[src/pale_pkg.sv]
// Types and codes shared by the list engine modules.
package pale_pkg;

  // Request modes.
  localparam logic [2:0] MODE_GET    = 3'd0;
  localparam logic [2:0] MODE_LOCATE = 3'd1;
  localparam logic [2:0] MODE_INSERT = 3'd2;
  localparam logic [2:0] MODE_DELETE = 3'd3;
  localparam logic [2:0] MODE_CLEAR  = 3'd4;

  // Result status codes.
  localparam logic [2:0] ST_OK        = 3'd0;
  localparam logic [2:0] ST_BAD_POS   = 3'd1;
  localparam logic [2:0] ST_FULL      = 3'd2;
  localparam logic [2:0] ST_EMPTY     = 3'd3;
  localparam logic [2:0] ST_NOT_FOUND = 3'd4;

  // Sequencer states.
  typedef enum logic [2:0] {
    S_IDLE,
    S_GET,
    S_LOC,
    S_INS_SHIFT,
    S_INS_PUT,
    S_DEL_FIRST,
    S_DEL_SHIFT,
    S_RESP
  } state_t;

  // One result item.
  typedef struct packed {
    logic [2:0]  status;
    logic [31:0] read_value;
    logic [7:0]  found_position;
    logic [7:0]  count;
    logic        is_empty;
  } res_t;

endpackage

[src/pale_ram.sv]
// Entry store: one write port and one registered read port.
module pale_ram #(
  parameter int DEPTH = 128,
  parameter int AW    = 7
) (
  input  logic          clk,
  input  logic          rd_en,
  input  logic [AW-1:0] rd_addr,
  output logic [31:0]   rd_data,
  input  logic          wr_en,
  input  logic [AW-1:0] wr_addr,
  input  logic [31:0]   wr_data
);

  logic [31:0] mem [DEPTH];

  // Write port.
  always_ff @(posedge clk) begin
    if (wr_en) begin
      mem[wr_addr] <= wr_data;
    end
  end

  // Registered read port.
  always_ff @(posedge clk) begin
    if (rd_en) begin
      rd_data <= mem[rd_addr];
    end
  end

endmodule

[src/pale_ctrl.sv]
// Request sequencer: decodes an item and walks the entry store to serve it.
module pale_ctrl #(
  parameter int CAPACITY = 128,
  parameter int AW       = 7,
  parameter int CW       = 8
) (
  input  logic           clk,
  input  logic           rst_n,
  input  logic           in_valid,
  output logic           in_ready,
  input  logic [2:0]     in_mode,
  input  logic [7:0]     in_pos,
  input  logic [31:0]    in_value,
  output logic           rd_en,
  output logic [AW-1:0]  rd_addr,
  input  logic [31:0]    rd_data,
  output logic           wr_en,
  output logic [AW-1:0]  wr_addr,
  output logic [31:0]   wr_data,
  output logic           res_valid,
  input  logic           res_ready,
  output pale_pkg::res_t res
);

  import pale_pkg::*;

  // Wide enough for a position, the count and the count plus one.
  localparam int PW = ((CW > 8) ? CW : 8) + 1;

  state_t        state_r, state_nxt;
  logic [CW-1:0] cnt_r, cnt_nxt;
  logic [AW-1:0] idx_r, idx_nxt;
  logic [AW-1:0] tgt_r, tgt_nxt;
  logic [31:0]   val_r, val_nxt;
  logic [2:0]    status_r, status_nxt;
  logic [31:0]   read_r, read_nxt;
  logic [7:0]    found_r, found_nxt;

  logic [PW-1:0] pos_w, cnt_w, pos_m1, idx_p1_w;
  logic [CW-1:0] cnt_m1, idx_p1;
  logic          pos_ok_get, pos_ok_ins, full, idx_last, need_shift;

  // Range checks and index arithmetic.
  assign pos_w      = PW'(in_pos);
  assign cnt_w      = PW'(cnt_r);
  assign pos_m1     = pos_w - PW'(1);
  assign cnt_m1     = cnt_r - CW'(1);
  assign idx_p1     = CW'(idx_r) + CW'(1);
  assign idx_p1_w   = PW'(idx_p1);
  assign pos_ok_get = (pos_w != '0) && (pos_w <= cnt_w);
  assign pos_ok_ins = (pos_w != '0) && (pos_w <= cnt_w + PW'(1));
  assign need_shift = pos_w <= cnt_w;
  assign full       = cnt_r == CW'(CAPACITY);
  assign idx_last   = idx_p1 == cnt_r;

  // Next state.
  always_comb begin
    state_nxt = state_r;
    unique case (state_r)
      S_IDLE: begin
        if (in_valid) begin
          unique case (in_mode)
            MODE_GET:    state_nxt = pos_ok_get ? S_GET : S_RESP;
            MODE_LOCATE: state_nxt = (cnt_r != '0) ? S_LOC : S_RESP;
            MODE_INSERT: begin
              if (!pos_ok_ins || full) begin
                state_nxt = S_RESP;
              end else begin
                state_nxt = need_shift ? S_INS_SHIFT : S_INS_PUT;
              end
            end
            MODE_DELETE: begin
              state_nxt = ((cnt_r != '0) && pos_ok_get) ? S_DEL_FIRST : S_RESP;
            end
            default:     state_nxt = S_RESP;
          endcase
        end
      end
      S_GET:       state_nxt = S_RESP;
      S_LOC: begin
        if ((rd_data == val_r) || idx_last) begin
          state_nxt = S_RESP;
        end
      end
      S_INS_SHIFT: begin
        if (idx_r == tgt_r) begin
          state_nxt = S_INS_PUT;
        end
      end
      S_INS_PUT:   state_nxt = S_RESP;
      S_DEL_FIRST: state_nxt = idx_last ? S_RESP : S_DEL_SHIFT;
      S_DEL_SHIFT: begin
        if (idx_last) begin
          state_nxt = S_RESP;
        end
      end
      S_RESP: begin
        if (res_ready) begin
          state_nxt = S_IDLE;
        end
      end
      default:     state_nxt = S_IDLE;
    endcase
  end

  // Memory accesses and datapath updates. A read and a write in the same
  // cycle always go to different entries, so no forwarding is needed.
  always_comb begin
    rd_en      = 1'b0;
    rd_addr    = idx_r;
    wr_en      = 1'b0;
    wr_addr    = idx_r;
    wr_data    = rd_data;
    idx_nxt    = idx_r;
    cnt_nxt    = cnt_r;
    tgt_nxt    = tgt_r;
    val_nxt    = val_r;
    status_nxt = status_r;
    read_nxt   = read_r;
    found_nxt  = found_r;
    unique case (state_r)
      S_IDLE: begin
        if (in_valid) begin
          val_nxt    = in_value;
          tgt_nxt    = pos_m1[AW-1:0];
          status_nxt = ST_OK;
          read_nxt   = '0;
          found_nxt  = '0;
          unique case (in_mode)
            MODE_GET: begin
              if (pos_ok_get) begin
                rd_en   = 1'b1;
                rd_addr = pos_m1[AW-1:0];
              end else begin
                status_nxt = ST_BAD_POS;
              end
            end
            MODE_LOCATE: begin
              if (cnt_r != '0) begin
                rd_en   = 1'b1;
                rd_addr = '0;
                idx_nxt = '0;
              end else begin
                status_nxt = ST_NOT_FOUND;
              end
            end
            MODE_INSERT: begin
              if (!pos_ok_ins) begin
                status_nxt = ST_BAD_POS;
              end else if (full) begin
                status_nxt = ST_FULL;
              end else if (need_shift) begin
                // Start from the top entry and move downwards.
                rd_en   = 1'b1;
                rd_addr = cnt_m1[AW-1:0];
                idx_nxt = cnt_m1[AW-1:0];
              end
            end
            MODE_DELETE: begin
              if (cnt_r == '0) begin
                status_nxt = ST_EMPTY;
              end else if (!pos_ok_get) begin
                status_nxt = ST_BAD_POS;
              end else begin
                rd_en   = 1'b1;
                rd_addr = pos_m1[AW-1:0];
                idx_nxt = pos_m1[AW-1:0];
              end
            end
            MODE_CLEAR: cnt_nxt = '0;
            default: ;
          endcase
        end
      end
      S_GET: read_nxt = rd_data;
      S_LOC: begin
        // Compare the entry that has just been read, fetch the next one.
        if (rd_data == val_r) begin
          found_nxt = idx_p1_w[7:0];
        end else if (idx_last) begin
          status_nxt = ST_NOT_FOUND;
        end else begin
          rd_en   = 1'b1;
          rd_addr = idx_p1[AW-1:0];
          idx_nxt = idx_p1[AW-1:0];
        end
      end
      S_INS_SHIFT: begin
        // Move the entry just read one place up.
        wr_en   = 1'b1;
        wr_addr = idx_p1[AW-1:0];
        if (idx_r != tgt_r) begin
          rd_en   = 1'b1;
          rd_addr = idx_r - AW'(1);
          idx_nxt = idx_r - AW'(1);
        end
      end
      S_INS_PUT: begin
        wr_en   = 1'b1;
        wr_addr = tgt_r;
        wr_data = val_r;
        cnt_nxt = cnt_r + CW'(1);
      end
      S_DEL_FIRST, S_DEL_SHIFT: begin
        if (state_r == S_DEL_FIRST) begin
          read_nxt = rd_data;
        end else begin
          // Move the entry just read one place down.
          wr_en   = 1'b1;
          wr_addr = idx_r - AW'(1);
        end
        if (idx_last) begin
          cnt_nxt = cnt_m1;
        end else begin
          rd_en   = 1'b1;
          rd_addr = idx_p1[AW-1:0];
          idx_nxt = idx_p1[AW-1:0];
        end
      end
      S_RESP: ;
      default: ;
    endcase
  end

  // Control registers.
  always_ff @(posedge clk) begin
    if (!rst_n) begin
      state_r <= S_IDLE;
      cnt_r   <= '0;
    end else begin
      state_r <= state_nxt;
      cnt_r   <= cnt_nxt;
    end
  end

  // Working registers of the current item.
  always_ff @(posedge clk) begin
    idx_r    <= idx_nxt;
    tgt_r    <= tgt_nxt;
    val_r    <= val_nxt;
    status_r <= status_nxt;
    read_r   <= read_nxt;
    found_r  <= found_nxt;
  end

  // Handshakes and the finished result.
  assign in_ready           = state_r == S_IDLE;
  assign res_valid          = state_r == S_RESP;
  assign res.status         = status_r;
  assign res.read_value     = read_r;
  assign res.found_position = found_r;
  assign res.count          = cnt_w[7:0];
  assign res.is_empty       = cnt_r == '0;

endmodule

[src/pale_out.sv]
// Output register that holds a result item until the sink takes it.
module pale_out (
  input  logic           clk,
  input  logic           rst_n,
  input  logic           res_valid,
  output logic           res_ready,
  input  pale_pkg::res_t res,
  output logic           out_valid,
  input  logic           out_ready,
  output pale_pkg::res_t out_data
);

  import pale_pkg::*;

  logic valid_r;
  res_t data_r;

  // The register is free when empty or being emptied this cycle.
  assign res_ready = !valid_r || out_ready;

  always_ff @(posedge clk) begin
    if (!rst_n) begin
      valid_r <= 1'b0;
    end else if (res_ready) begin
      valid_r <= res_valid;
    end
  end

  always_ff @(posedge clk) begin
    if (res_ready && res_valid) begin
      data_r <= res;
    end
  end

  assign out_valid = valid_r;
  assign out_data  = data_r;

endmodule

[src/positional_array_list_engine.sv]
// Top level of the positional list engine.
//
//   Channel  Direction  Payload
//   in_      slave      tuser: mode; tdata: position, value
//   out_     master     tuser: status; tdata: read_value, found_position, count, is_empty
//
// Items are served through the single read and single write port of the store: clear or a
// rejected request goes straight to the result, get reads one entry, locate compares
// entries in turn up to a match or the last, insert and delete shift the later entries.
// Reset clears the count at once; the store itself is not cleared.
// A new item is taken once the previous result has entered the output register,
// which holds it while out_tready is low.
module positional_array_list_engine #(
  parameter int CAPACITY = 128
) (
  input  logic        clk,
  input  logic        rst_n,
  input  logic        in_tvalid,
  output logic        in_tready,
  input  logic [2:0]  in_tuser,   // [2:0] mode
  input  logic [39:0] in_tdata,   // [7:0] position, [39:8] value
  output logic        out_tvalid,
  input  logic        out_tready,
  output logic [2:0]  out_tuser,  // [2:0] status
  output logic [55:0] out_tdata   // [31:0] read_value, [39:32] found_position,
                                  // [47:40] count, [48] is_empty, rest zero
);

  import pale_pkg::*;

  localparam int AW = (CAPACITY > 1) ? $clog2(CAPACITY) : 1;
  localparam int CW = $clog2(CAPACITY + 1);

  logic          rd_en, wr_en;
  logic [AW-1:0] rd_addr, wr_addr;
  logic [31:0]   rd_data, wr_data;
  logic          res_valid, res_ready;
  res_t          res, out_res;

  // Entry store.
  pale_ram #(
    .DEPTH(CAPACITY),
    .AW   (AW)
  ) u_ram (
    .clk    (clk),
    .rd_en  (rd_en),
    .rd_addr(rd_addr),
    .rd_data(rd_data),
    .wr_en  (wr_en),
    .wr_addr(wr_addr),
    .wr_data(wr_data)
  );

  // Request sequencer.
  pale_ctrl #(
    .CAPACITY(CAPACITY),
    .AW      (AW),
    .CW      (CW)
  ) u_ctrl (
    .clk      (clk),
    .rst_n    (rst_n),
    .in_valid (in_tvalid),
    .in_ready (in_tready),
    .in_mode  (in_tuser),
    .in_pos   (in_tdata[7:0]),
    .in_value (in_tdata[39:8]),
    .rd_en    (rd_en),
    .rd_addr  (rd_addr),
    .rd_data  (rd_data),
    .wr_en    (wr_en),
    .wr_addr  (wr_addr),
    .wr_data  (wr_data),
    .res_valid(res_valid),
    .res_ready(res_ready),
    .res      (res)
  );

  // Result register.
  pale_out u_out (
    .clk      (clk),
    .rst_n    (rst_n),
    .res_valid(res_valid),
    .res_ready(res_ready),
    .res      (res),
    .out_valid(out_tvalid),
    .out_ready(out_tready),
    .out_data (out_res)
  );

  // Pack the result item onto the stream.
  assign out_tuser = out_res.status;
  assign out_tdata = {7'b0, out_res.is_empty, out_res.count,
                      out_res.found_position, out_res.read_value};

endmodule

[config.mk]
export PLATFORM = sky130hd
export DESIGN_NAME = positional_array_list_engine
export DESIGN_NICKNAME = d
export VERILOG_FILES = /design/src/pale_pkg.sv /design/src/pale_ram.sv /design/src/pale_ctrl.sv /design/src/pale_out.sv /design/src/positional_array_list_engine.sv
export SDC_FILE = /design/constraint.sdc
export NUM_CORES = 2
export LEC_CHECK = 0
export BUFFER_PORTS_ARGS = -buffer_cell sky130_fd_sc_hd__buf_2
export CAP_MARGIN = 20
export CORE_MARGIN = 1.5
export CORE_UTILIZATION = 25
export DETAILED_ROUTE_END_ITERATION = 10
export HOLD_SLACK_MARGIN = 0.03
export SLEW_MARGIN = 30
export SYNTH_ARGS = -nofsm -noshare
export SYNTH_HDL_FRONTEND = slang
export SYNTH_SLANG_ARGS = --single-unit
[constraint.sdc]
create_clock -name clk -period 18.4 [get_ports clk]
set_input_delay 2.76 -clock clk [delete_from_list [all_inputs] [get_ports clk]]
set_output_delay 2.76 -clock clk [all_outputs]
set_load 0.03 [all_outputs]
# After elaboration in Yosys (flattened, before gate mapping)
# Memories as Yosys holds them, arrays and structs flattened. A register that Yosys moved wholly into a read port is not among the register bits.
# Index checks and enable logic that the tools add are counted.
dict set report totals {
  reg_bits 153
  mem_bits_rw 4096
  in_bits 47
  out_inout_bits 61
  wordCells 146
  n_memories 1
}
# name words word_bits rd rd_ports_with_merged_regs write_ports line
set mem_list {}
lappend mem_list {u_ram.mem 128 32 1 1 1 pale_ram.sv:15} ;# logic [31:0] mem [DEPTH];
dict set report op_classes {
  n_addsub 6
  magnitude_cmp 2
  eq_ne 28
  n_mux 67
  n_reduce_logical 28
}
# cell count
set op_table {}
lappend op_table {{$mux 32} 3}
lappend op_table {{$pmux 32 s3} 1}
lappend op_table {{$mux 7} 12}
lappend op_table {{$pmux 7 s4} 3}
lappend op_table {{$mux 3} 14}
lappend op_table {{$pmux 7 s3} 2}
lappend op_table {{$mux 8} 5}
lappend op_table {{$eq 32x32->1} 1}
lappend op_table {{$pmux 3 s4} 2}
lappend op_table {{$pmux 8 s3} 1}
lappend op_table {{$pmux 3 s7} 1}
lappend op_table {{$ne 2x1->1 const B} 8}
lappend op_table {{$pmux 8 s2} 1}
lappend op_table {{$eq 3x3->1 const B} 5}
lappend op_table {{$mux 1} 15}
lappend op_table {{$sub 7x1->7 const B} 2}
lappend op_table {{$eq 3x2->1 const B} 4}
lappend op_table {{$add 8x1->9 const B} 1}
lappend op_table {{$le 8x9->1} 1}
lappend op_table {{$reduce_and 3->1} 3}
lappend op_table {{$reduce_bool 9->1} 1}
lappend op_table {{$add 7x1->8 const B} 1}
lappend op_table {{$add 8x1->8 const B} 1}
lappend op_table {{$eq 8x8->1} 1}
lappend op_table {{other kinds (25)} 42}

# Longest topological paths before layout
dict set report logic_depth {
  depth_word 9
  ltp_mapped 24
  mapped_depth_nobuf 19
}

# By module
# From an unflattened synthesis, not the netlist that was laid out.
dict set report hier_totals {
  hier_cells 6860
  hier_area_um2 165283.5
}
# mod n_inst cells_each area_per_inst_um2 seq_area_each_um2
set modules_own_cells {}
lappend modules_own_cells {pale_ram 1 5990 156596.4 123958.9}
lappend modules_own_cells {pale_ctrl 1 805 7011.7 2892.8}
lappend modules_own_cells {pale_out 1 57 1619.1 1581.5}
lappend modules_own_cells {positional_array_list_engine 1 8 56.3 0.0}

# Worst setup path before layout
# Ideal clock, no wire load.
dict set report synth_timing {
  path_type {input-to-reg}
  startpoint {in in_tdata[0]}
  endpoint {reg u_ram.rd_data[0], read port of u_ram.mem, enable pin}
  setup_ps 533
  arrival_ps 8025
  required_time_ps 17867
  setup_slack_ps 9842
  path_stages 8
  path_buffers 0
  path_cell_list {inv_1 > ha_1 > nor4_2 > o21a_1 > nand2_1 > a211oi_1 > a21oi_1 > o311ai_0}
}
dict set report synth_via {
  elab_chain_cells 7
  word_cells_on_any_way 22
  classes_between {1 x add/sub; 2 x order compare; 16 x mux; 3 x reduce/logical}
}
# element line
set synth_rtl {}
lappend synth_rtl {{start, declared} positional_array_list_engine.sv:21} ;# input logic [39:0] in_tdata,
lappend synth_rtl {{$le 8x8->1 or $reduce_bool 9->1 (tied branches)} {pale_ctrl.sv:50, pale_ctrl.sv:52, pale_ctrl.sv:51}}
lappend synth_rtl {{$mux 1 or $logic_and 1x1->1 (tied branches)} {pale_ctrl.sv:152, pale_ctrl.sv:50}}
lappend synth_rtl {{$mux 1 (on tied branches)} {pale_ctrl.sv:150, pale_ctrl.sv:131, pale_ctrl.sv:162}}
lappend synth_rtl {{$mux 1 (on tied branches)} {pale_ctrl.sv:148, pale_ctrl.sv:160}}
lappend synth_rtl {{$pmux 1 s4 *} pale_ctrl.sv:129} ;# unique case (in_mode)
lappend synth_rtl {{$mux 1 *} pale_ctrl.sv:123} ;# if (in_valid) begin
lappend synth_rtl {{$pmux 1 s4 *} pale_ctrl.sv:121} ;# unique case (state_r)
lappend synth_rtl {{net rd_en} positional_array_list_engine.sv:34} ;# logic rd_en, wr_en;
lappend synth_rtl {{end, declared} pale_ram.sv:9} ;# output logic [31:0] rd_data,
# Mark *: on every way through the listed nets, which the timed path passes. The rest lies on a longest branch.
# A chain may end at the register's enable or synchronous reset.

# Worst setup path after layout
dict set report layout_timing {
  startpoint {in in_tdata[0]}
  endpoint {reg u_ram.rd_data[13], read port of u_ram.mem, data pin}
}
dict set report layout_via {
  word_cells_on_any_way 22
  classes_between {1 x add/sub; 2 x order compare; 16 x mux; 3 x reduce/logical}
}
# element line
set layout_lines {}
lappend layout_lines {{$sub 7x1->7 *} pale_ctrl.sv:46} ;# assign pos_m1 = pos_w - PW'(1);
lappend layout_lines {{net u_ctrl.pos_m1[0]} pale_ctrl.sv:39} ;# logic [PW-1:0] pos_w, cnt_w, pos_m1, idx_p1_w;
lappend layout_lines {{$mux 7 *} {pale_ctrl.sv:131, pale_ctrl.sv:162}}
lappend layout_lines {{$mux 7} n/a}
lappend layout_lines {{$pmux 7 s4 *} pale_ctrl.sv:129}
lappend layout_lines {{$mux 7 *} pale_ctrl.sv:123}
lappend layout_lines {{$pmux 7 s4 *} pale_ctrl.sv:121}
# Marks and branches as above.

==> flow_metrics.env <==
export IMPL_status="completed"
export IMPL_cap_violations=0
export IMPL_synth_most_common_cell="edfxtp_1"
export IMPL_cpMostUsedCell="buf_4"
export IMPL_worstSetupStartpointType="primary input"
export IMPL_die_w_um=830.2
export IMPL_overflow=0
export IMPL_fp_dieArea_um2=689300
export IMPL_post_drt_wl_per_cell_um=25.77
export IMPL_cts_hold_buf=0
export IMPL_r2r_cells=24
export IMPL_cts_buffers=425
export IMPL_crit_slowest_cell="or2_4"
export IMPL_synth_top_family_by_area="simple AND/OR/NAND/NOR gates"
export IMPL_dr_max_layer_used="met5"
export IMPL_cp_slowest_stage_delay_ps=760
export IMPL_grt_max_degree=156
export IMPL_synth_seq_cells=4281
export IMPL_drc=0
export IMPL_antenna_found_initial=42
export IMPL_fmax_ghz=0.1033
export IMPL_endpoint="u_ram.rd_data[13]"
export IMPL_crit_path_cell_trace="buf_2 -> inv_1 -> ha_1 -> nor4_2 -> o21a_1 -> a311oi_1 -> a221oi_1 -> nand4_1 -> a221oi_4 -> buf_4 -> or2_4 -> buf_4 -> buf_4 -> buf_4 -> buf_4 -> nand2_1 -> a31oi_1 -> o211ai_1 -> a21oi_1 -> a2111oi_2 -> nor4_2"
export IMPL_wirelength_um=575500
export IMPL_nNetsFinal=13050
export IMPL_seq_area_frac_synth=0.7507
export IMPL_hold_path_class="flip-flop to flip-flop"
export IMPL_clkLatencyLatePin_ps=1040
export IMPL_worst_path_max_fanout=52
export IMPL_cp_startpoint="in_tdata[0]"
export IMPL_area_growth_pct=15.33
export IMPL_slew_violations=0
export IMPL_ff2ff_setup_slack_ps=9260
export IMPL_setup_slack_ps=8723
export IMPL_final_setup_skew_ps=102.7
export IMPL_firstDrtPassIters=8
export IMPL_netlist_area_um2=171100
export IMPL_yosys_warnings=0
export IMPL_synth_compound_area_frac=0.05321
export IMPL_die_h_um=830.2
export IMPL_pin_count=108
export IMPL_path_class="primary input to flip-flop"
export IMPL_clock_sinks=4281
export IMPL_ys_types=97
export IMPL_critPathArrivalTime_ps=10490
export IMPL_dp_hpwl_um=317600
export IMPL_final_setup_tns_ps=0
export IMPL_grt_pass1_vias=104100
export IMPL_final_hold_viol_count=0
export IMPL_yosys_area_top_type="edfxtp_1"
export IMPL_post_place_ws_ps=7938
export IMPL_initialDrtViolationCount=19220
export IMPL_rsz0062_at_grt="false"
export IMPL_cp_required_ps=19220
export IMPL_yosys_area_share_xor_xnor=0.004154
export IMPL_port_buffers=100
export IMPL_ys_async_sr_fraction=0
export IMPL_r2r_end="u_ram.rd_data[13]"
export IMPL_end_kind="flip-flop"
export IMPL_route_met3_wl_um=70790
export IMPL_start_util=0.2511
export IMPL_wl_met2_um=251700
export IMPL_avgSynthCellArea_um2=13.21
export IMPL_coreArea_um2=681300
export IMPL_regToRegStartpoint="u_ctrl.cnt_r[0]"
export IMPL_clk_pin_slew_ps=60
export IMPL_ctsResizeCount=0
export IMPL_cts_setup_buffers=0
export IMPL_synth_simple_area_share=0.1612
export IMPL_synth_flop_cell="edfxtp_1"
export IMPL_wl_met1_um=224300
export IMPL_nFillCells=67800
export IMPL_synthMuxAreaShare=0.004622
export IMPL_worst_slew_pin_slew_ps=1155
export IMPL_setup_viol=0
export IMPL_drtAntennaViolNets=0
export IMPL_ys_top_cells_by_area="edfxtp_1, nand2_1, nand3_1"
export IMPL_synth_edf_count=4269
export IMPL_syn_inst=12950
export IMPL_cts_htree_levels=5
export IMPL_synth_top_cell_area_share=0.7493
export IMPL_clk_root_buffer_cell="clkbuf_16"
export IMPL_rows=303
export IMPL_track_usage=0.1581
export IMPL_drive_gt1_frac=0.1005
export IMPL_relSlewSlack=0.2248
export IMPL_cts_tree="yes"
export IMPL_cts_buffer_depth=4
export IMPL_vias=113900
export IMPL_gp_congestion=0.8667
export IMPL_grt_pass1_wl_um=801200
export IMPL_viasPerCell=5.097
export IMPL_fin_crit_ps=9677
export IMPL_ys_top_cells_by_count="edfxtp_1, nand2_1, nand3_1"
export IMPL_synthAdderAreaFrac=0.001536
export IMPL_fin_crit_sh=0.5259
[final cells by class]
type                       instances  area, um2  area share
clock buffer                     519      11030     0.05591
inverter                          25      93.84   0.0004756
clock inverter                   253       2424     0.01228
multi-input combinational       7780      40250      0.2040
antenna                           12      30.03   0.0001522
tap                             8997      11260     0.05705
sequential                      4281     128400      0.6509
timing repair buffer             469       3784     0.01918
[critical path, delay by kind of cell]
kind | cells | cell delay (ps)
and+or+nand+nor | 5 | 1890
AOI/OAI and AO/OA | 8 | 2300
adders and majority gates | 1 | 350
buffers and inverters | 7 | 3030
[per-stage QoR]
stage	cells	hold slack (ps)	utilization	area, um2
2_1_floorplan	12960	400.3	-	171100
3_3_place_gp	21520	405.9	0.2688	183100
3_5_place_dp	21550	404.5	0.2696	183700
4_1_cts	22320	420.3	0.2894	197100
5_1_grt	22330	423.5	0.2896	197300
6_report	22340	418.1	0.2896	197300
[sequential cells by signal, indices dropped and copies added (netlist names)]
signal           count
u_ram.mem         4096
u_out.out_data      52
u_ctrl.read_r       32
u_ctrl.val_r        32
u_ram.rd_data       32
u_ctrl.cnt_r         8
u_ctrl.found_r       8
u_ctrl.idx_r         7
u_ctrl.tgt_r         7
u_ctrl.state_r       3
u_ctrl.status_r      3
u_out.out_valid      1
[metal layers]
layer	up-vias	global-route usage
met5	-	0
met4	16	0.07001
met3	1184	0.03370
met2	7292	0.2388
met1	57240	0.2186
li1	48130	-
[layout by cell type (no fill, tap or decap), types with 60 or more instances in the layout]
master | Yosys | layout
edfxtp_1 | 4269 | 4269
nand2_1 | 3732 | 3697
nand3_1 | 1665 | 1663
clkbuf_16 | 0 | 427
a31oi_1 | 371 | 368
buf_4 | 52 | 314
and3_1 | 238 | 238
a211oi_1 | 218 | 218
a21oi_1 | 175 | 173
nand4_1 | 171 | 171
nor2_4 | 4 | 149
clkinv_1 | 1 | 120
nor2_1 | 268 | 117
buf_2 | 457 | 101
a311oi_1 | 96 | 96
clkbuf_1 | 292 | 92
mux2i_1 | 79 | 79
xnor2_1 | 62 | 62
clkinv_2 | 0 | 60
[logic make-up (layout without fill, tap and decap cells)]
family / after synthesis / count (layout)
AOI/OAI and AO/OA: 1280 / 1280
adders and majority gates: 21 / 21
DFF: 4281 / 4281
buffers and inverters: 899 / 1266
and+or+nand+nor: 6315 / 6315
xor gates and xnor gates: 78 / 78
muxes: 79 / 79
other: 1 / 19
[worst min path at each step]
stage / start / to / slack (ps) / depth (start not counted)
6_report: u_ctrl.read_r[19] / u_out.out_data[36] / 420 / 0
5_1_grt: u_ctrl.read_r[19] / u_out.out_data[36] / 420 / 0
4_1_cts: u_ctrl.read_r[19] / u_out.out_data[36] / 420 / 0
3_5_place_dp: u_ctrl.read_r[19] / u_out.out_data[36] / 400 / 0
3_3_place_gp: u_ctrl.read_r[13] / u_out.out_data[30] / 410 / 0
2_1_floorplan: u_ctrl.found_r[1] / u_out.out_data[10] / 400 / 0
Power is not shown: default switching activity piles up to over one toggle a cycle in this logic, so the estimate is an artifact.
